$ cat src/design/crmp_pkg.sv
package crmp_pkg;

    // Width of the hex accumulator and the range stores.
    localparam int VALUE_BITS = 32;

    localparam int QUEUE_DEPTH = 4;
    localparam int QUEUE_AW    = $clog2(QUEUE_DEPTH);

    localparam int CFG_IDX_W = 3;

    localparam logic [CFG_IDX_W-1:0] CFG_DELIM   = 3'd0;
    localparam logic [CFG_IDX_W-1:0] CFG_OPEN    = 3'd1;
    localparam logic [CFG_IDX_W-1:0] CFG_DASH    = 3'd2;
    localparam logic [CFG_IDX_W-1:0] CFG_CLOSE   = 3'd3;
    localparam logic [CFG_IDX_W-1:0] CFG_ARROW1  = 3'd4;
    localparam logic [CFG_IDX_W-1:0] CFG_ARROW2  = 3'd5;
    localparam logic [CFG_IDX_W-1:0] CFG_COMMENT = 3'd6;

    localparam logic [7:0] CHAR_BACKSLASH = 8'h5C;
    localparam logic [7:0] CHAR_LOWER_X   = 8'h78;
    localparam logic [7:0] CHAR_UPPER_X   = 8'h58;
    localparam logic [7:0] CHAR_NEWLINE   = 8'h0A;

    typedef enum logic [1:0] {
        ST_DONE = 2'd0,
        ST_ERR  = 2'd1,
        ST_END  = 2'd2
    } status_t;

    typedef enum logic [3:0] {
        PH_START    = 4'd0,
        PH_AFTDELIM = 4'd1,
        PH_LO_BS    = 4'd2,
        PH_LO_X     = 4'd3,
        PH_LO_D     = 4'd4,
        PH_HI_BS    = 4'd5,
        PH_HI_X     = 4'd6,
        PH_HI_D     = 4'd7,
        PH_ARROW1   = 4'd8,
        PH_SG_X     = 4'd9,
        PH_SG_D     = 4'd10,
        PH_ARROW2   = 4'd11,
        PH_TG_BS    = 4'd12,
        PH_TG_X     = 4'd13,
        PH_TG_D     = 4'd14,
        PH_PEND_ERR = 4'd15
    } phase_t;

    typedef struct packed {
        logic [7:0] delim;
        logic [7:0] open;
        logic [7:0] dash;
        logic [7:0] close;
        logic [7:0] arrow1;
        logic [7:0] arrow2;
        logic [7:0] comment;
    } cfg_t;

    // One input byte after classification. All match flags are low at end of input.
    typedef struct packed {
        logic       eof;
        logic       nl;
        logic       cmt;
        logic       delim;
        logic       open;
        logic       dash;
        logic       close;
        logic       arrow1;
        logic       arrow2;
        logic       bs;
        logic       x;
        logic       hex;
        logic [3:0] hex_val;
    } cls_t;

endpackage

$ cat src/design/code_range_mapping_parser_top.sv
// Parser for the records of a code-conversion table, fed one text byte per transaction.
// Input channel (s_*): tdata carries the byte, tlast marks end of input instead of a byte.
// Result channel (m_*): tdata carries source_low, source_high, target_low and target_high
// from the lowest bits up; tuser carries the status (record done, format error, or end of
// input at record start). Error and end results carry zero data.
// Configuration channel (cfg_*): writes one of the seven separator bytes by index; it is
// always ready, and the user must ensure it is written only while the parser is idle; the
// block does not enforce this. Throughput is one byte per cycle while the result channel
// is not back-pressured, set by the parser step in the back end (one state transition and
// one 4-bit shift-add of the accumulator per byte). A result is presented on m_tvalid once
// its completing byte passes the input register, classified-byte queue and result register.
// A four-entry queue between the classifier and the parser lets input keep flowing
// while the receiver stalls; once the queue and the input register fill, s_tready drops.
// Reset clears all control state, empties the queue and restores the separator defaults.
module code_range_mapping_parser_top (
    input  logic                           aclk,
    input  logic                           aresetn,
    input  logic                           s_tvalid,
    output logic                           s_tready,
    input  logic [7:0]                     s_tdata,   // [7:0] char_code
    input  logic                           s_tlast,   // end_of_input
    output logic                           m_tvalid,
    input  logic                           m_tready,
    output logic [127:0]                   m_tdata,   // source_low, source_high,
                                                      // target_low, target_high
    output logic [1:0]                     m_tuser,   // status
    input  logic                           cfg_valid,
    output logic                           cfg_ready,
    input  logic [crmp_pkg::CFG_IDX_W-1:0] cfg_index,
    input  logic [7:0]                     cfg_data
);

    crmp_pkg::cfg_t cfg_reg, cfg_next;
    logic           q_full;
    logic           q_push;
    crmp_pkg::cls_t q_in;
    logic           q_valid;
    logic           q_pop;
    crmp_pkg::cls_t q_head;

    assign cfg_ready = 1'b1;

    always_comb begin
        cfg_next = cfg_reg;
        if (cfg_valid) begin
            case (cfg_index)
                crmp_pkg::CFG_DELIM:   cfg_next.delim   = cfg_data;
                crmp_pkg::CFG_OPEN:    cfg_next.open    = cfg_data;
                crmp_pkg::CFG_DASH:    cfg_next.dash    = cfg_data;
                crmp_pkg::CFG_CLOSE:   cfg_next.close   = cfg_data;
                crmp_pkg::CFG_ARROW1:  cfg_next.arrow1  = cfg_data;
                crmp_pkg::CFG_ARROW2:  cfg_next.arrow2  = cfg_data;
                crmp_pkg::CFG_COMMENT: cfg_next.comment = cfg_data;
                default:               cfg_next = cfg_reg;
            endcase
        end
    end

    always_ff @(posedge aclk) begin
        if (!aresetn) begin
            cfg_reg.delim   <= 8'd44;
            cfg_reg.open    <= 8'd91;
            cfg_reg.dash    <= 8'd45;
            cfg_reg.close   <= 8'd93;
            cfg_reg.arrow1  <= 8'd45;
            cfg_reg.arrow2  <= 8'd62;
            cfg_reg.comment <= 8'd35;
        end else begin
            cfg_reg <= cfg_next;
        end
    end

    crmp_front u_front (
        .aclk     (aclk),
        .aresetn  (aresetn),
        .cfg      (cfg_reg),
        .s_tvalid (s_tvalid),
        .s_tready (s_tready),
        .s_tdata  (s_tdata),
        .s_tlast  (s_tlast),
        .q_full   (q_full),
        .q_push   (q_push),
        .q_item   (q_in)
    );

    crmp_fifo u_fifo (
        .aclk      (aclk),
        .aresetn   (aresetn),
        .push      (q_push),
        .push_item (q_in),
        .full      (q_full),
        .pop       (q_pop),
        .valid     (q_valid),
        .head      (q_head)
    );

    crmp_back u_back (
        .aclk     (aclk),
        .aresetn  (aresetn),
        .q_valid  (q_valid),
        .q_item   (q_head),
        .q_pop    (q_pop),
        .m_tvalid (m_tvalid),
        .m_tready (m_tready),
        .m_tdata  (m_tdata),
        .m_tuser  (m_tuser)
    );

`ifndef SYNTHESIS
    // Error and end-of-input results never carry range data.
    assert property (@(posedge aclk) disable iff (!aresetn)
        (m_tvalid && m_tuser != crmp_pkg::ST_DONE) |-> (m_tdata == '0))
        else $error("non-record result carries data");

    // Reset leaves no result pending and an empty queue.
    assert property (@(posedge aclk)
        !aresetn |=> (!m_tvalid && !q_valid))
        else $error("state survived reset");

    // The queue is never pushed while full.
    assert property (@(posedge aclk) disable iff (!aresetn)
        q_full |-> !q_push)
        else $error("queue overflow");

    // Input stalls only while the queue is full.
    assert property (@(posedge aclk) disable iff (!aresetn)
        !s_tready |-> q_full)
        else $error("input stalled with room in the queue");
`endif

endmodule

$ cat src/design/crmp_front.sv
module crmp_front (
    input  logic              aclk,
    input  logic              aresetn,
    input  crmp_pkg::cfg_t    cfg,
    input  logic              s_tvalid,
    output logic              s_tready,
    input  logic [7:0]        s_tdata,   // [7:0] char_code
    input  logic              s_tlast,   // end_of_input
    input  logic              q_full,
    output logic              q_push,
    output crmp_pkg::cls_t    q_item
);

    logic           fr_valid_reg, fr_valid_next;
    crmp_pkg::cls_t fr_item_reg;
    crmp_pkg::cls_t cls_c;
    logic           take;

    always_comb begin
        logic [7:0] c;
        logic       b;
        c = s_tdata;
        b = !s_tlast;
        cls_c.eof    = s_tlast;
        cls_c.nl     = b && (c == crmp_pkg::CHAR_NEWLINE);
        cls_c.cmt    = b && (c == cfg.comment);
        cls_c.delim  = b && (c == cfg.delim);
        cls_c.open   = b && (c == cfg.open);
        cls_c.dash   = b && (c == cfg.dash);
        cls_c.close  = b && (c == cfg.close);
        cls_c.arrow1 = b && (c == cfg.arrow1);
        cls_c.arrow2 = b && (c == cfg.arrow2);
        cls_c.bs     = b && (c == crmp_pkg::CHAR_BACKSLASH);
        cls_c.x      = b && (c == crmp_pkg::CHAR_LOWER_X || c == crmp_pkg::CHAR_UPPER_X);
        cls_c.hex    = 1'b0;
        cls_c.hex_val = 4'd0;
        if (b && c >= 8'h30 && c <= 8'h39) begin
            cls_c.hex     = 1'b1;
            cls_c.hex_val = c[3:0];
        end else if (b && ((c >= 8'h41 && c <= 8'h46) || (c >= 8'h61 && c <= 8'h66))) begin
            cls_c.hex     = 1'b1;
            cls_c.hex_val = c[3:0] + 4'd9;
        end
    end

    assign q_push   = fr_valid_reg && !q_full;
    assign s_tready = !fr_valid_reg || !q_full;
    assign take     = s_tvalid && s_tready;
    assign q_item   = fr_item_reg;

    always_comb begin
        fr_valid_next = fr_valid_reg;
        if (take) begin
            fr_valid_next = 1'b1;
        end else if (q_push) begin
            fr_valid_next = 1'b0;
        end
    end

    always_ff @(posedge aclk) begin
        if (!aresetn) begin
            fr_valid_reg <= 1'b0;
        end else begin
            fr_valid_reg <= fr_valid_next;
        end
    end

    always_ff @(posedge aclk) begin
        if (take) begin
            fr_item_reg <= cls_c;
        end
    end

endmodule

$ cat src/design/crmp_fifo.sv
module crmp_fifo (
    input  logic              aclk,
    input  logic              aresetn,
    input  logic              push,
    input  crmp_pkg::cls_t    push_item,
    output logic              full,
    input  logic              pop,
    output logic              valid,
    output crmp_pkg::cls_t    head
);

    crmp_pkg::cls_t                 mem_reg [crmp_pkg::QUEUE_DEPTH];
    logic [crmp_pkg::QUEUE_AW-1:0]  wr_ptr_reg, wr_ptr_next;
    logic [crmp_pkg::QUEUE_AW-1:0]  rd_ptr_reg, rd_ptr_next;
    logic [crmp_pkg::QUEUE_AW:0]    count_reg, count_next;
    logic                           do_pop;

    assign full   = (count_reg == (crmp_pkg::QUEUE_AW+1)'(crmp_pkg::QUEUE_DEPTH));
    assign valid  = (count_reg != '0);
    assign head   = mem_reg[rd_ptr_reg];
    assign do_pop = pop && valid;

    always_comb begin
        wr_ptr_next = wr_ptr_reg;
        rd_ptr_next = rd_ptr_reg;
        count_next  = count_reg;
        if (push) begin
            wr_ptr_next = (wr_ptr_reg == crmp_pkg::QUEUE_AW'(crmp_pkg::QUEUE_DEPTH - 1)) ?
                          '0 : wr_ptr_reg + 1'b1;
        end
        if (do_pop) begin
            rd_ptr_next = (rd_ptr_reg == crmp_pkg::QUEUE_AW'(crmp_pkg::QUEUE_DEPTH - 1)) ?
                          '0 : rd_ptr_reg + 1'b1;
        end
        if (push && !do_pop) begin
            count_next = count_reg + 1'b1;
        end else if (!push && do_pop) begin
            count_next = count_reg - 1'b1;
        end
    end

    always_ff @(posedge aclk) begin
        if (!aresetn) begin
            wr_ptr_reg <= '0;
            rd_ptr_reg <= '0;
            count_reg  <= '0;
        end else begin
            wr_ptr_reg <= wr_ptr_next;
            rd_ptr_reg <= rd_ptr_next;
            count_reg  <= count_next;
        end
    end

    always_ff @(posedge aclk) begin
        if (push) begin
            mem_reg[wr_ptr_reg] <= push_item;
        end
    end

endmodule

$ cat src/design/crmp_back.sv
module crmp_back (
    input  logic              aclk,
    input  logic              aresetn,
    input  logic              q_valid,
    input  crmp_pkg::cls_t    q_item,
    output logic              q_pop,
    output logic              m_tvalid,
    input  logic              m_tready,
    output logic [127:0]      m_tdata,   // source_low, source_high, target_low, target_high
    output logic [1:0]        m_tuser    // status
);

    localparam int VB = crmp_pkg::VALUE_BITS;

    crmp_pkg::phase_t phase_reg, phase_next;
    logic [VB-1:0]    acc_reg, acc_next;
    logic             digit_reg, digit_next;
    logic [VB-1:0]    lo_reg, lo_next;
    logic [VB-1:0]    hi_reg, hi_next;
    logic             raw_reg, raw_next;
    logic             cmt_reg, cmt_next;
    logic             drain_reg, drain_next;

    logic             go;
    logic             emit_c;
    crmp_pkg::status_t st_c;
    logic [127:0]     data_c;

    logic             out_valid_reg, out_valid_next;
    logic [127:0]     out_data_reg;
    logic [1:0]       out_user_reg;

    function automatic logic [31:0] out_word(input logic [VB-1:0] v);
        logic [63:0] w;
        w = 64'(v);
        return w[31:0];
    endfunction

    assign q_pop = q_valid && (!out_valid_reg || m_tready);

    // Byte filtering ahead of the grammar: newline escape, comments, error drain.
    always_comb begin
        go = 1'b0;
        if (phase_reg == crmp_pkg::PH_PEND_ERR || drain_reg) begin
            go = 1'b0;
        end else if (cmt_reg) begin
            go = q_item.eof;
        end else if (raw_reg) begin
            go = !q_item.cmt;
        end else if (q_item.eof) begin
            go = 1'b1;
        end else begin
            go = !q_item.nl && !q_item.cmt;
        end
    end

    always_comb begin
        logic fail;
        phase_next = phase_reg;
        acc_next   = acc_reg;
        digit_next = digit_reg;
        lo_next    = lo_reg;
        hi_next    = hi_reg;
        raw_next   = raw_reg;
        cmt_next   = cmt_reg;
        drain_next = drain_reg;
        emit_c     = 1'b0;
        st_c       = crmp_pkg::ST_DONE;
        fail       = 1'b0;

        if (phase_reg == crmp_pkg::PH_PEND_ERR) begin
            phase_next = crmp_pkg::PH_START;
            drain_next = !q_item.eof;
            emit_c     = 1'b1;
            st_c       = crmp_pkg::ST_ERR;
        end else if (drain_reg) begin
            if (q_item.eof) begin
                drain_next = 1'b0;
                raw_next   = 1'b0;
                cmt_next   = 1'b0;
                phase_next = crmp_pkg::PH_START;
            end
        end else if (cmt_reg) begin
            if (q_item.eof) begin
                cmt_next = 1'b0;
            end else if (q_item.nl) begin
                cmt_next = 1'b0;
                raw_next = 1'b1;
            end
        end else if (raw_reg) begin
            raw_next = 1'b0;
            if (q_item.cmt) begin
                cmt_next = 1'b1;
            end
        end else if (!q_item.eof) begin
            if (q_item.nl) begin
                raw_next = 1'b1;
            end else if (q_item.cmt) begin
                cmt_next = 1'b1;
            end
        end

        if (go) begin
            case (phase_reg)
                crmp_pkg::PH_START: begin
                    if (q_item.eof) begin
                        emit_c = 1'b1;
                        st_c   = crmp_pkg::ST_END;
                    end else if (q_item.delim) begin
                        phase_next = crmp_pkg::PH_AFTDELIM;
                    end else if (q_item.open) begin
                        phase_next = crmp_pkg::PH_LO_BS;
                    end else if (q_item.bs) begin
                        phase_next = crmp_pkg::PH_SG_X;
                    end else begin
                        fail = 1'b1;
                    end
                end
                crmp_pkg::PH_AFTDELIM: begin
                    if (q_item.open) begin
                        phase_next = crmp_pkg::PH_LO_BS;
                    end else if (q_item.bs) begin
                        phase_next = crmp_pkg::PH_SG_X;
                    end else begin
                        fail = 1'b1;
                    end
                end
                crmp_pkg::PH_LO_BS: begin
                    if (q_item.bs) phase_next = crmp_pkg::PH_LO_X;
                    else fail = 1'b1;
                end
                crmp_pkg::PH_HI_BS: begin
                    if (q_item.bs) phase_next = crmp_pkg::PH_HI_X;
                    else fail = 1'b1;
                end
                crmp_pkg::PH_TG_BS: begin
                    if (q_item.bs) phase_next = crmp_pkg::PH_TG_X;
                    else fail = 1'b1;
                end
                crmp_pkg::PH_LO_X, crmp_pkg::PH_HI_X, crmp_pkg::PH_SG_X,
                crmp_pkg::PH_TG_X: begin
                    if (q_item.x) begin
                        acc_next   = '0;
                        digit_next = 1'b0;
                        case (phase_reg)
                            crmp_pkg::PH_LO_X: phase_next = crmp_pkg::PH_LO_D;
                            crmp_pkg::PH_HI_X: phase_next = crmp_pkg::PH_HI_D;
                            crmp_pkg::PH_SG_X: phase_next = crmp_pkg::PH_SG_D;
                            default:           phase_next = crmp_pkg::PH_TG_D;
                        endcase
                    end else begin
                        fail = 1'b1;
                    end
                end
                crmp_pkg::PH_LO_D, crmp_pkg::PH_HI_D, crmp_pkg::PH_SG_D,
                crmp_pkg::PH_TG_D: begin
                    if (q_item.hex) begin
                        acc_next   = {acc_reg[VB-5:0], 4'b0000} + VB'(q_item.hex_val);
                        digit_next = 1'b1;
                    end else if (!digit_reg) begin
                        fail = 1'b1;
                    end else begin
                        case (phase_reg)
                            crmp_pkg::PH_LO_D: begin
                                lo_next = acc_reg;
                                if (q_item.dash) phase_next = crmp_pkg::PH_HI_BS;
                                else fail = 1'b1;
                            end
                            crmp_pkg::PH_HI_D: begin
                                hi_next = acc_reg;
                                if (q_item.close) phase_next = crmp_pkg::PH_ARROW1;
                                else fail = 1'b1;
                            end
                            crmp_pkg::PH_SG_D: begin
                                lo_next = acc_reg;
                                hi_next = acc_reg;
                                if (q_item.arrow1) phase_next = crmp_pkg::PH_ARROW2;
                                else fail = 1'b1;
                            end
                            default: begin
                                // Target complete; the closing byte starts the next record.
                                emit_c = 1'b1;
                                st_c   = crmp_pkg::ST_DONE;
                                if (q_item.eof) phase_next = crmp_pkg::PH_START;
                                else if (q_item.delim) phase_next = crmp_pkg::PH_AFTDELIM;
                                else if (q_item.open) phase_next = crmp_pkg::PH_LO_BS;
                                else if (q_item.bs) phase_next = crmp_pkg::PH_SG_X;
                                else phase_next = crmp_pkg::PH_PEND_ERR;
                            end
                        endcase
                    end
                end
                crmp_pkg::PH_ARROW1: begin
                    if (q_item.arrow1) phase_next = crmp_pkg::PH_ARROW2;
                    else fail = 1'b1;
                end
                crmp_pkg::PH_ARROW2: begin
                    if (q_item.arrow2) phase_next = crmp_pkg::PH_TG_BS;
                    else fail = 1'b1;
                end
                default: begin
                    fail = 1'b1;
                end
            endcase
        end

        if (fail) begin
            phase_next = crmp_pkg::PH_START;
            drain_next = !q_item.eof;
            emit_c     = 1'b1;
            st_c       = crmp_pkg::ST_ERR;
        end
    end

    always_comb begin
        logic [VB-1:0] span_end;
        span_end = acc_reg + hi_reg - lo_reg;
        data_c   = '0;
        if (st_c == crmp_pkg::ST_DONE) begin
            data_c = {out_word(span_end), out_word(acc_reg), out_word(hi_reg), out_word(lo_reg)};
        end
    end

    always_comb begin
        out_valid_next = out_valid_reg;
        if (q_pop) begin
            out_valid_next = emit_c;
        end else if (m_tready) begin
            out_valid_next = 1'b0;
        end
    end

    always_ff @(posedge aclk) begin
        if (!aresetn) begin
            phase_reg     <= crmp_pkg::PH_START;
            digit_reg     <= 1'b0;
            raw_reg       <= 1'b0;
            cmt_reg       <= 1'b0;
            drain_reg     <= 1'b0;
            acc_reg       <= '0;
            lo_reg        <= '0;
            hi_reg        <= '0;
            out_valid_reg <= 1'b0;
        end else begin
            out_valid_reg <= out_valid_next;
            if (q_pop) begin
                phase_reg <= phase_next;
                digit_reg <= digit_next;
                raw_reg   <= raw_next;
                cmt_reg   <= cmt_next;
                drain_reg <= drain_next;
                acc_reg   <= acc_next;
                lo_reg    <= lo_next;
                hi_reg    <= hi_next;
            end
        end
    end

    always_ff @(posedge aclk) begin
        if (q_pop && emit_c) begin
            out_data_reg <= data_c;
            out_user_reg <= st_c;
        end
    end

    assign m_tvalid = out_valid_reg;
    assign m_tdata  = out_data_reg;
    assign m_tuser  = out_user_reg;

endmodule

$ cat config.mk
export PLATFORM = sky130hd
export DESIGN_NAME = code_range_mapping_parser_top
export DESIGN_NICKNAME = d
export VERILOG_FILES = /design/src/design/crmp_pkg.sv /design/src/design/code_range_mapping_parser_top.sv /design/src/design/crmp_front.sv /design/src/design/crmp_fifo.sv /design/src/design/crmp_back.sv
export SDC_FILE = /design/constraint.sdc
export NUM_CORES = 1
export LEC_CHECK = 0
export ABC_AREA = 1
export BUFFER_PORTS_ARGS = -buffer_cell sky130_fd_sc_hd__buf_2
export CORE_AREA = 4 4 182 272
export CTS_CLUSTER_DIAMETER = 50
export DETAILED_ROUTE_END_ITERATION = 16
export DIE_AREA = 0 0 186 276
export SETUP_SLACK_MARGIN = 0.05
export SLEW_MARGIN = 20
export SYNTH_ARGS = -nofsm -noshare
export SYNTH_HDL_FRONTEND = slang
export SYNTH_SLANG_ARGS = --single-unit
$ cat constraint.sdc
create_clock -name aclk -period 9.31 [get_ports aclk]
set_input_delay 0 -clock aclk [delete_from_list [all_inputs] [get_ports aclk]]
set_output_delay 0 -clock aclk [all_outputs]
set_load 0.02 [all_outputs]
After elaboration in Yosys (flattened, before gate mapping)
Memories as Yosys holds them, arrays and structs flattened. A register that Yosys moved wholly into a read port is not among the register bits.
Index checks and enable logic that the tools add are counted.
{ "classes": {"bitwise": 2, "magnitude_cmp": 6, "reduce_logical": 63, "n_mux": 100, "eq_ne": 40, "n_addsub": 8} }
{ "op_table": {"columns": ["cell", "n"], "rows": [
  ["$mux 4", 23],
  ["$mux 32", 2],
  ["$pmux 32 s2", 1],
  ["$eq 8x8->1", 7],
  ["$mux 1", 53],
  ["$pmux 4 s9", 1],
  ["$add 32x32->32", 1],
  ["$add 32x4->32", 1],
  ["$eq 4x4->1 const B", 8],
  ["$sub 32x32->32", 1],
  ["$eq 8x7->1 const B", 3],
  ["$pmux 4 s3", 2],
  ["$logic_and 1x1->1", 23],
  ["$mux 2", 9],
  ["$eq 4x3->1 const B", 4],
  ["$ge 8x7->1 const B", 2],
  ["$le 8x7->1 const B", 2],
  ["$reduce_and 2->1", 7],
  ["$eq 3x3->1 const B", 4],
  ["$reduce_and 6->1", 2],
  ["$reduce_and 5->1", 2],
  ["$logic_not 1->1", 9],
  ["$mux 3", 3],
  ["$eq 4x2->1 const B", 2],
  ["other kinds (31)", 47]
]} }
{ "totals": {"ramBits": 64, "in_bits": 25, "memories": 1, "register_bits": 315, "elab_cells": 255, "output_inout_bits": 133} }
{ "memory_table": {"columns": ["name", "words", "word_bits", "rd", "rd_ports_with_merged_regs", "write_ports", "line", "text"], "rows": [
  ["u_fifo.mem_reg", 4, 16, 1, 1, 1, "crmp_fifo.sv:12", "crmp_pkg::cls_t mem_reg [crmp_pkg::QUEUE_DEPTH];"]
]} }

Logic depth before layout (Yosys ltp)
Gate-level depths: netlist (run 1).
{ "logic_depth": {"depth_word": 10, "mapped_depth": 18, "ltp_nobuf": 16} }

By module
From an unflattened synthesis (run 1), not the netlist that was laid out.
{ "hier_totals": {"hier_cells": 2264, "hier_area_um2": 18995.7} }
{ "by_module_without_submodules": {"columns": ["module", "n_inst", "seq_area_each_um2", "area_per_inst_um2", "cells_per_inst"], "rows": [
  ["crmp_back", 1, 6005.8, 12154.2, 1445],
  ["crmp_fifo", 1, 2102.0, 2831.5, 218],
  ["code_range_mapping_parser_top", 1, 1121.1, 2204.6, 301],
  ["crmp_front", 1, 500.5, 1805.5, 300]
]} }

Worst setup path after synthesis (run 1)
OpenSTA, ideal clock, no wires.
{ "synth_path": {"path_kind": "flip-flop to flip-flop", "start": "reg with a tool-made name", "end": "reg u_back.out_data_reg[0], in the netlist u_back.m_tdata[0] (enable)", "n_path_buf": 2, "t_required_ns": 8.827, "setup_ns": 0.483, "arrival_ns": 4.010, "synth_period_minus_slack_ns": 4.493, "path_slack_ns": 4.817, "stages_incl_launch_ff": 16, "path_cell_list": "dfxtp_1 -> buf_4 -> buf_4 -> nand2_1 -> nand3_1 -> nand2_1 -> nand2_1 -> inv_1 -> nand3_1 -> nor2_1 -> nor2_1 -> nand3_1 -> nand2_2 -> nand2_1 -> nand2_1 -> inv_1"} }
{ "synth_lines": {"columns": ["element", "line", "text"], "rows": [
  ["to (signal assigned)", "crmp_back.sv:261", "out_data_reg <= data_c;"],
  ["to (decl)", "crmp_back.sv:30", "logic [127:0] out_data_reg;"]
]} }

==> results.sh, run 1 <==
export IMPL_leakage_nw=8.91
export IMPL_cp_max_fo=68
export IMPL_status="finished clean"
export IMPL_wirelength_um=46800
export IMPL_dieArea_sq_mm=0.0513
export IMPL_final_hold_viol_count=0
export IMPL_path_clk_slew_ps=60
export IMPL_synth_ff_type="edfxtp_1"
export IMPL_drt_iter0_markers=659
export IMPL_fin_setup_tns_ps=0
export IMPL_cts_resized=0
export IMPL_largest_reg_flops=128
export IMPL_p_per_area_mw_per_mm2=265
export IMPL_final_max_slew_viol_count=0
export IMPL_die_x_um=186
export IMPL_drtAntennaViolNets=0
export IMPL_rows=98
export IMPL_synthCells=2061
export IMPL_synth_simple_area_share=0.176
export IMPL_layout_min_cycle_time_ps=4170
export IMPL_regToRegEndpoint="u_back.m_tdata[65]"
export IMPL_fin_crit_sh=0.448
export IMPL_clock_sinks=381
export IMPL_start_kind="register"
export IMPL_cap_violations=0
export IMPL_cts_buffers=38
export IMPL_syn_avg_cell_area_sq_um=9.05
export IMPL_vdd_drop_max_v=0.000196
export IMPL_io_buffers=156
export IMPL_final_layout_size_suffix_gt1_frac=0.132
export IMPL_cts_setup_buffers=0
export IMPL_ctsHtreeMaxLevel=2
export IMPL_hold_buffers=17
export IMPL_utilization=0.448
export IMPL_synth_nets=2161
export IMPL_ioPinCount=158
export IMPL_netlist_area_sq_mm=0.0187
export IMPL_path_class="reg -> reg"
export IMPL_hold_depth=3
export IMPL_grt_pass1_vias=14171
export IMPL_cts_root_buf="clkbuf_16"
export IMPL_max_freq_mhz=240
export IMPL_grt_antenna_before_repair=0
export IMPL_gr_usage_all_layers=0.180
export IMPL_grt_pass1_wl_um=74500
export IMPL_rsz0062_at_grt="false"
export IMPL_synth_edf_count=210
export IMPL_ys_warnings_count=0
export IMPL_clk_latency_ps=550
export IMPL_dr_pass1_iters=5
export IMPL_synth_xor_area_share=0.0164
export IMPL_vias=14219
export IMPL_antenna_cells=0
export IMPL_synth_cell_types=53
export IMPL_die_h_um=276
export IMPL_synth_top_family_by_area="simple AND/OR/NAND/NOR gates"
export IMPL_hold_start="s_tdata[3]"
export IMPL_min_to="u_front.q_item[14]"
export IMPL_gp_congestion=0.976
export IMPL_arrival_ps=4340
export IMPL_relSlewSlack=0.377
export IMPL_synthMuxAreaShare=0
export IMPL_setup_violations=0
export IMPL_rr_worst_depth=13
export IMPL_hold_path_class="in -> reg"
export IMPL_wl_per_cell_um=16.5
export IMPL_start_util=0.394
export IMPL_ys_seq_elements=381
export IMPL_grt_overflow=0
export IMPL_grt_max_degree=77
export IMPL_viasPerCell=5.01
export IMPL_cts_tree="built"
export IMPL_synth_compound_area_frac=0.138
export IMPL_async_flop_share=0
export IMPL_ctsLongestPathBuffers=3
export IMPL_tightest_slew_ps=933
export IMPL_fin_nets=2309
export IMPL_fp_coreArea_sq_mm=0.0473
export IMPL_synthAdderAreaFrac=0.0632
export IMPL_crit_required_ps=9480
export IMPL_syn_to_final_growth_pct=13.8
export IMPL_cp_end_kind="register"
export IMPL_synth_seq_area_share=0.522
export IMPL_fin_worst_skew_ps=30.1
export IMPL_place_hpwl_um=34400
export IMPL_r2r_slack_ps=5140
export IMPL_drc=0
## stage by stage
stage | power, W | hold slack, ps | area, sq um | worst slack (ps) | instances
4_1_cts | 0.00569 | 16.5 | 21200 | 5070 | 2839
5_1_grt | 0.00594 | 35.0 | 21200 | 4710 | 2839
3_5_place_dp | 0.00413 | 345 | 19800 | 5070 | 2752
2_1_floorplan | 0.00371 | 98.9 | 18700 | 4820 | 2061
6_report | 0.00562 | 34.4 | 21200 | 5140 | 2839
3_3_place_gp | 0.00410 | 364 | 19800 | 5210 | 2752
## worst max path at each step
stage	from	end	slack [ps]	depth (start not counted)
6_report	register	u_back.m_tdata[65]	5140	13
5_1_grt	register	u_back.m_tdata[34]	4710	13
4_1_cts	register	u_back.m_tdata[65]	5070	13
3_5_place_dp	register	u_back.m_tdata[34]	5070	13
3_3_place_gp	register	u_back.m_tdata[34]	5210	13
2_1_floorplan	register	u_back.m_tdata[0]	4820	15
## final cells by class
type,count,area (sq um)
tap,600,751
clock buffer,45,998
fill,4537,26100
clock inverter,25,274
inverter,292,1110
multi-input combinational,1315,7360
sequential,381,9730
timing repair buffer,181,1010
## cells in the mapped netlist, types with 2 or more instances
library cell	n	area share
and3_1	2	0.00067
nand3_1	89	0.024
edfxtp_1	210	0.34
buf_4	5	0.0020
nor2_8	2	0.0021
a21o_1	7	0.0028
nor3_1	18	0.0048
nand3b_1	2	0.00080
xnor2_1	12	0.0056
a21boi_0	5	0.0020
inv_1	282	0.057
ha_1	43	0.029
o2111ai_1	7	0.0033
o21ai_0	83	0.022
nor2_2	3	0.0010
a21oi_1	155	0.042
dfxtp_1	171	0.18
o22ai_1	19	0.0064
o21a_1	67	0.027
o21bai_1	6	0.0024
a31oi_1	5	0.0017
a221oi_1	6	0.0028
a21oi_2	39	0.018
nand2_2	3	0.0010
nand2_4	5	0.0030
buf_1	10	0.0020
or2_2	7	0.0023
buf_6	23	0.014
nor2_1	264	0.053
buf_2	14	0.0038
inv_2	7	0.0014
nand2_1	367	0.074
nand4_1	14	0.0047
fa_1	32	0.034
a211oi_1	3	0.0012
nor4_1	6	0.0020
xor2_1	23	0.011
clkbuf_1	21	0.0042
inv_4	2	0.00067
o211ai_1	7	0.0028
o21ai_1	3	0.00080
## logic make-up after synthesis
family / Yosys count
adders and majority gates: 75
and+or+nand+nor: 787
xor gates and xnor gates: 35
DFF: 381
AOI/OAI and AO/OA: 417
buffers and inverters: 365
other: 1
## critical path, stage by stage, from the launching register on
cell and delay, ps:
dfxtp_1 760, inv_2 290, nand3_1 210, nand2_2 130, nand3_1 130, nand3_1 80, nand2_1 130, nand2_4 110
inv_1 130, nand2_2 140, nand2_1 100, nand2_1 100, inv_4 640, buf_4 760
## cells in the final DEF, fill, tap and decap left out, types with 12 or more instances in the layout
| cell | Yosys | layout |
|---|---|---|
| a21oi_2 | 39 | 39 |
| ha_1 | 43 | 43 |
| buf_2 | 14 | 156 |
| nand4_1 | 14 | 14 |
| dfxtp_1 | 171 | 171 |
| clkbuf_16 | 0 | 39 |
| fa_1 | 32 | 32 |
| o21a_1 | 67 | 67 |
| xnor2_1 | 12 | 12 |
| xor2_1 | 23 | 23 |
| dlygate4sd3_1 | 0 | 17 |
| edfxtp_1 | 210 | 210 |
| nor2_1 | 264 | 262 |
| nand2_1 | 367 | 367 |
| o21ai_0 | 83 | 83 |
| inv_1 | 282 | 281 |
| nand3_1 | 89 | 89 |
| a21oi_1 | 155 | 155 |
| nor3_1 | 18 | 18 |
| o22ai_1 | 19 | 19 |
## power breakdown
| part | total [W] | internal (W) | switching [W] | leakage [nW] |
|---|---|---|---|---|
| Combinational | 0.00170 | 0.000414 | 0.00129 | 4.93 |
| Sequential | 0.00237 | 0.00224 | 0.000126 | 3.37 |
| Clock | 0.00155 | 0.000893 | 0.000657 | 0.607 |
| Total | 0.00562 | 0.00355 | 0.00207 | 8.91 |
## metal layers
metal | share of wire | global-route usage | up-vias | routed length (um)
met5 | 0 | 0 | - | 0
li1 | - | - | 7091 | -
met3 | 0.039 | 0.0201 | 122 | 1830
met1 | 0.38 | 0.203 | 6672 | 17900
met4 | 0.048 | 0.0815 | 0 | 2260
met2 | 0.53 | 0.334 | 334 | 24800
(Power assumes the default switching activity.)
==> run 2: changes to the inputs <==
--- a/config.mk
+++ b/config.mk
@@ -5,12 +5,12 @@
 export SDC_FILE = /design/constraint.sdc
 export NUM_CORES = 1
 export LEC_CHECK = 0
-export ABC_AREA = 1
+export ABC_AREA = 0
 export BUFFER_PORTS_ARGS = -buffer_cell sky130_fd_sc_hd__buf_2
-export CORE_AREA = 4 4 182 272
+export CORE_AREA = 4 4 181 271
 export CTS_CLUSTER_DIAMETER = 50
 export DETAILED_ROUTE_END_ITERATION = 16
-export DIE_AREA = 0 0 186 276
+export DIE_AREA = 0 0 185 275
 export SETUP_SLACK_MARGIN = 0.05
 export SLEW_MARGIN = 20
 export SYNTH_ARGS = -nofsm -noshare
==> constraint.sdc (replaced) <==
create_clock -name aclk -period 3.65 [get_ports aclk]
set_input_delay 0 -clock aclk [delete_from_list [all_inputs] [get_ports aclk]]
set_output_delay 0 -clock aclk [all_outputs]
set_load 0.02 [all_outputs]
==> run 2 against run 1 <==
Die area fell by 0.90%. Global-route usage rose by 0.13 points. Count of clock-buffer cells in the layout rose by 4. Wire length fell by 0.49%. Sequential cell count did not move. Largest cell class unchanged. Combinational power rose to 2.8 times the previous value. Sequential share of layout area fell by 1.1 points.
==> results.sh, run 2 <==
export IMPL_cap_violations=0
export IMPL_grt_pass1_vias=13699
export IMPL_netlist_area_sq_mm=0.0185
export IMPL_drtAntennaViolNets=0
export IMPL_final_area_sq_mm=0.0217
export IMPL_start_util=0.397
export IMPL_path_class="reg -> reg"
export IMPL_fin_setup_tns_ps=0
export IMPL_wirelength_um=46500
export IMPL_arrival_ps=3750
export IMPL_dieArea_sq_mm=0.0509
export IMPL_synth_most_common_cell="nand2_1"
export IMPL_grt_max_degree=87
export IMPL_cp_end_kind="register"
export IMPL_drt_iter0_markers=786
export IMPL_synth_top_area_share=0.341
export IMPL_syn_to_final_growth_pct=17.5
export IMPL_crit_required_ps=3940
export IMPL_relSlewSlack=0.406
export IMPL_ctsLongestPathBuffers=3
export IMPL_grt_overflow=0
export IMPL_cts_tree="built"
export IMPL_vdd_drop_max_v=0.000434
export IMPL_fin_worst_skew_ps=32.1
export IMPL_async_flop_share=0
export IMPL_status="finished clean"
export IMPL_gr_usage_all_layers=0.181
export IMPL_leakage_nw=8.39
export IMPL_num_fill_cells=4379
export IMPL_synth_top_cells_by_area="edfxtp_1, dfxtp_1, nand2_1"
export IMPL_fin_crit_sh=0.949
export IMPL_cp_max_fo=5
export IMPL_ys_warnings_count=0
export IMPL_final_common_cell="nand2_1"
export IMPL_synth_cell_types=73
export IMPL_ys_seq_elements=381
export IMPL_path_clk_slew_ps=60
export IMPL_final_max_slew_viol_count=0
export IMPL_rows=97
export IMPL_start_kind="register"
export IMPL_dpl_cell_area_sq_mm=0.0202
export IMPL_layout_min_cycle_time_ps=3470
export IMPL_vias=13276
export IMPL_die_x_um=185
export IMPL_io_buffers=156
export IMPL_fin_nets=2068
export IMPL_drc=0
export IMPL_p_per_area_mw_per_mm2=675
export IMPL_synth_common_cells="nand2_1, edfxtp_1, dfxtp_1, inv_1, nor2_1"
export IMPL_clk_latency_ps=550
export IMPL_max_freq_mhz=289
export IMPL_clock_sinks=381
export IMPL_synth_top_area_cell="edfxtp_1"
export IMPL_die_h_um=275
export IMPL_antenna_cells=0
export IMPL_synth_edf_count=210
export IMPL_gp_congestion=0.931
export IMPL_synth_ff_type="edfxtp_1"
export IMPL_synth_seq_area_share=0.526
export IMPL_hold_path_class="in -> reg"
export IMPL_final_cell_mix="nand2_1, edfxtp_1, dfxtp_1"
export IMPL_cts_buffers=39
export IMPL_syn_avg_cell_area_sq_um=10.4
export IMPL_final_hold_viol_count=0
export IMPL_place_hpwl_um=33600
export IMPL_grt_antenna_before_repair=0
export IMPL_rsz0062_at_grt="false"
export IMPL_synth_nets=1874
export IMPL_synthCells=1774
export IMPL_ioPinCount=158
export IMPL_cts_root_buf="clkbuf_16"
export IMPL_dr_pass1_iters=5
export IMPL_grt_pass1_wl_um=73500
export IMPL_fp_coreArea_sq_mm=0.0466
export IMPL_tightest_slew_ps=887
export IMPL_largest_reg_flops=128
export IMPL_setup_violations=0
export IMPL_final_layout_size_suffix_gt1_frac=0.162
export IMPL_ctsHtreeMaxLevel=2
export IMPL_viasPerCell=5.12
export IMPL_wl_per_cell_um=17.9
## run 2: cell count changes in the layout (fill, tap and decap cells not counted), moves of 48 or more
cell / delta
buf_4: +48
nand2_1: -115
mux2i_1: +65
a21boi_0: +53
xnor2_1: +53
inv_1: -137
a21oi_1: -95
and2_1: +74
o21a_1: -63
o21ai_0: -51
nor2_1: -133
## run 2: where the power goes
group	switching (W)	internal (W)
combinational	0.00324	0.00158
clock	0.00169	0.00229
sequential	0.000324	0.00555
total	0.00525	0.00942
## run 2: layout make-up
class	count	area [sq um]	share of cell area
sequential	381	9730	0.448
tap	594	743	0.0342
timing repair buffer	238	1570	0.0721
inverter	145	544	0.0250
clock buffer	49	1050	0.0485
multi-input combinational	1163	7870	0.362
clock inverter	23	225	0.0104
## run 2: cell families after synthesis
| logic type | Yosys count | share of synthesized area |
|---|---|---|
| compound gates | 247 | 0.0889 |
| xor+xnor | 85 | 0.0403 |
| fa+ha+maj | 75 | 0.0637 |
| buf+inv | 230 | 0.0509 |
| flops | 381 | 0.526 |
| mux | 84 | 0.0565 |
| other cells | 1 | 0.000203 |
| simple gates | 671 | 0.173 |
## run 2: worst max-delay path, cell delays in order (launching register included)
cell	delay, ps
dfxtp_1	390
inv_1	90
fa_1	480
inv_1	40
ha_1	340
o211ai_1	190
a21oi_1	100
o2111ai_1	250
nand3_1	300
buf_4	250
a31oi_1	270
nand2b_1	90
a21oi_1	290
mux2i_1	120
## run 2: metrics by stage
| stage | setup WS (ps) | hold slack [ps] | power, W | util | cells |
|---|---|---|---|---|---|
| finish | 185 | 24.5 | 0.0147 | 0.466 | 2593 |
| global route | 44.4 | 28.5 | 0.0154 | 0.466 | 2593 |
| CTS | 67.8 | 0.109 | 0.0149 | 0.466 | 2592 |
| detailed placement | -39.3 | 279 | 0.0109 | 0.434 | 2503 |
| global placement | 114 | 281 | 0.0108 | 0.434 | 2503 |
| floorplan | -715 | 98.9 | 0.00890 | - | 1774 |
## run 2: path summary, 6_finish.rpt
kind	startpoint	slack (ps)	depth (start not counted)	endpoint
max	u_back.acc_reg[3]	180	13	u_back.m_tdata[120]
min	s_tdata[0]	20	2	u_front.q_item[0]
max reg2reg	u_back.acc_reg[3]	180	13	u_back.m_tdata[120]
min reg2reg	cfg_reg[55]	470	2	cfg_reg[55]
## run 2: timing repair
| action | CTS | global route |
|---|---|---|
| hold endpoints to repair | 80 | 0 |
| setup endpoints to repair | 1 | 7 |
| setup buffers | 0 | 1 |
| resized for setup | 2 | 8 |
| hold buffers | 17 | 0 |
| pin swaps | 0 | 2 |
## run 2: metal layers
metal  vias up  global-route usage  part of all wire
met1      6400               0.203              0.38
li1       6431                   -                 -
met5         -                   0                 0
met2       334               0.342              0.54
met4         0              0.0773             0.041
met3       111              0.0228             0.042
==> run 3: changes to the inputs <==
--- a/config.mk
+++ b/config.mk
@@ -7,10 +7,12 @@
 export LEC_CHECK = 0
 export ABC_AREA = 0
 export BUFFER_PORTS_ARGS = -buffer_cell sky130_fd_sc_hd__buf_2
-export CORE_AREA = 4 4 181 271
+export CORE_AREA = 4 4 157 234
 export CTS_CLUSTER_DIAMETER = 50
 export DETAILED_ROUTE_END_ITERATION = 16
-export DIE_AREA = 0 0 185 275
+export DIE_AREA = 0 0 161 238
+export HOLD_SLACK_MARGIN = 0.03
+export PLACE_DENSITY = 0.75
 export SETUP_SLACK_MARGIN = 0.05
 export SLEW_MARGIN = 20
 export SYNTH_ARGS = -nofsm -noshare
==> run 3 against run 2 <==
Wire length shrank 2.9%. Sequential cell count unchanged. Fmax is 1.7% higher. First-iteration DRC count grew 1.8%. Die area fell by 25%. Final cell count down 5.2%. Critical path depth decreased by 1. Count of clock-buffer cells in the layout is 5 lower. Sequential share of layout area up 0.60 points. Clock skew is 8.8 ps lower. Total power shrank 2.2%. Critical path type unchanged. Critical endpoint is now u_back.m_tdata[124]. Largest power group unchanged.
==> results.sh, run 3 (synthesis results as in run 2) <==
export IMPL_status="finished clean"
export IMPL_start_kind="register"
export IMPL_clock_sinks=381
export IMPL_antenna_cells=0
export IMPL_crit_path_start="u_back.acc_reg[12]"
export IMPL_grt_antenna_before_repair=0
export IMPL_gp_congestion=0.916
export IMPL_cap_violations=0
export IMPL_seqPwrFrac=0.411
export IMPL_r2r_slack_ps=240
export IMPL_fin_worst_skew_ps=23.3
export IMPL_ioPinCount=158
export IMPL_final_max_slew_viol_count=0
export IMPL_cts_tree="built"
export IMPL_drt_iter0_markers=800
export IMPL_rows=84
export IMPL_clk_latency_ps=540
export IMPL_largest_reg_flops=128
export IMPL_num_fill_cells=2852
export IMPL_die_h_um=238
export IMPL_wl_met3_um=2420
export IMPL_layout_min_cycle_time_ps=3410
export IMPL_final_layout_size_suffix_gt1_frac=0.162
export IMPL_io_buffers=156
export IMPL_wl_met2_um=24500
export IMPL_path_common_cell="inv_1"
export IMPL_drtAntennaViolNets=0
export IMPL_r2r_start="u_back.acc_reg[12]"
export IMPL_fin_nets=2059
export IMPL_vdd_drop_max_v=0.000539
export IMPL_ctsLongestPathBuffers=3
export IMPL_cts_root_buf="clkbuf_16"
export IMPL_utilization=0.615
export IMPL_dr_pass1_iters=6
export IMPL_grt_pass1_wl_um=71900
export IMPL_crit_chain="inv_1, fa_1, inv_1, ha_1, nand2_1, nor4_2, o2111ai_2, nand3_2, a311oi_4, o21ai_1, xnor2_1, nor2_1"
export IMPL_grt_pass1_vias=13649
export IMPL_final_hold_viol_count=0
export IMPL_gr_usage_all_layers=0.234
export IMPL_max_stage_delay_ps=500
export IMPL_hold_start="s_tdata[1]"
export IMPL_clockPowerShare=0.251
export IMPL_hold_path_class="in -> reg"
export IMPL_ctsHtreeMaxLevel=2
export IMPL_fin_crit_sh=0.934
export IMPL_cp_end_kind="register"
export IMPL_cp_max_fo=6
export IMPL_die_x_um=161
export IMPL_leakage_nw=8.28
export IMPL_slowest_stage="fa_1"
export IMPL_wl_per_cell_um=18.4
export IMPL_fp_coreArea_sq_mm=0.0349
export IMPL_wirelength_um=45200
export IMPL_dieArea_sq_mm=0.0383
export IMPL_rsz0062_at_grt="false"
export IMPL_cts_buffers=36
export IMPL_place_hpwl_um=32900
export IMPL_p_switching_w=0.00519
export IMPL_grt_max_degree=60
export IMPL_arrival_ps=3690
export IMPL_vias=13423
export IMPL_crit_required_ps=3930
export IMPL_holdWs_ps=59.0
export IMPL_start_util=0.530
export IMPL_final_cell_mix="nand2_1, edfxtp_1, dfxtp_1"
export IMPL_pwr_share_comb=0.337
export IMPL_top_layer_used="met4"
export IMPL_relSlewSlack=0.418
export IMPL_drc=0
export IMPL_p_sw_frac=0.362
export IMPL_max_freq_mhz=293
export IMPL_power_total_w=0.0144
export IMPL_viasPerCell=5.46
export IMPL_path_clk_slew_ps=70
export IMPL_p_per_area_mw_per_mm2=669
export IMPL_met1_length_um=16200
export IMPL_grt_overflow=0
export IMPL_tightest_slew_ps=873
export IMPL_setup_violations=0
export IMPL_final_common_cell="nand2_1"
export IMPL_path_class="reg -> reg"
export IMPL_syn_to_final_growth_pct=16.0
export IMPL_intPower_w=0.00916
run 3: power groups by stage:
stage / sequential (W) / clock, W / combinational [W]
2_1_floorplan: 0.00681 / 0 / 0.00209
3_3_place_gp: 0.00599 / 0 / 0.00481
3_5_place_dp: 0.00600 / 0 / 0.00485
4_1_cts: 0.00591 / 0.00367 / 0.00488
5_1_grt: 0.00599 / 0.00385 / 0.00519
6_report: 0.00590 / 0.00361 / 0.00484
run 3: timing repair:
item / 4_1_cts / 5_1_grt
hold buffers: 18 / 0
hold endpoints to repair: 110 / 0
gates resized for setup: 2 / 15
setup endpoints to repair: 3 / 7
pin swaps: 0 / 3
buffers inserted: 0 / 1
run 3: worst paths after layout:
path	to	depth (start not counted)
max	u_back.m_tdata[124]	12
min	u_front.q_item[1]	3
max reg2reg	u_back.m_tdata[124]	12
min reg2reg	cfg_reg[15]	2
run 3: critical path, delay by kind of cell, from the launching register on:
family | cells | cell delay [ps]
adders and majority gates | 2 | 890
xor gates and xnor gates | 1 | 180
DFF | 1 | 370
buffers and inverters | 2 | 150
AOI/OAI and AO/OA | 3 | 660
and+or+nand+nor | 4 | 910
run 3: layer usage:
layer | vias to the layer above | track usage
met3 | 125 | 0.0287
met5 | - | 0
met4 | 0 | 0.110
li1 | 6403 | -
met2 | 484 | 0.449
met1 | 6411 | 0.254
run 3: final cells by class:
cell class / count / area (sq um) / share of cell area
tap: 473 / 592 / 0.0276
inverter: 145 / 544 / 0.0254
timing repair buffer: 232 / 1540 / 0.0716
clock buffer: 44 / 972 / 0.0453
multi-input combinational: 1163 / 7910 / 0.369
clock inverter: 19 / 156 / 0.00729
sequential: 381 / 9730 / 0.454
run 3: per-stage QoR:
step / instances / instance area, sq um / TNS (ps) / setup WS (ps)
floorplan: 1774 / 18500 / -93570 / -715
global placement: 2375 / 20100 / 0 / 148
detailed placement: 2375 / 20100 / 0 / 37.3
CTS: 2456 / 21400 / 0 / 66.8
global route: 2457 / 21400 / 0 / 48.8
finish: 2457 / 21400 / 0 / 241
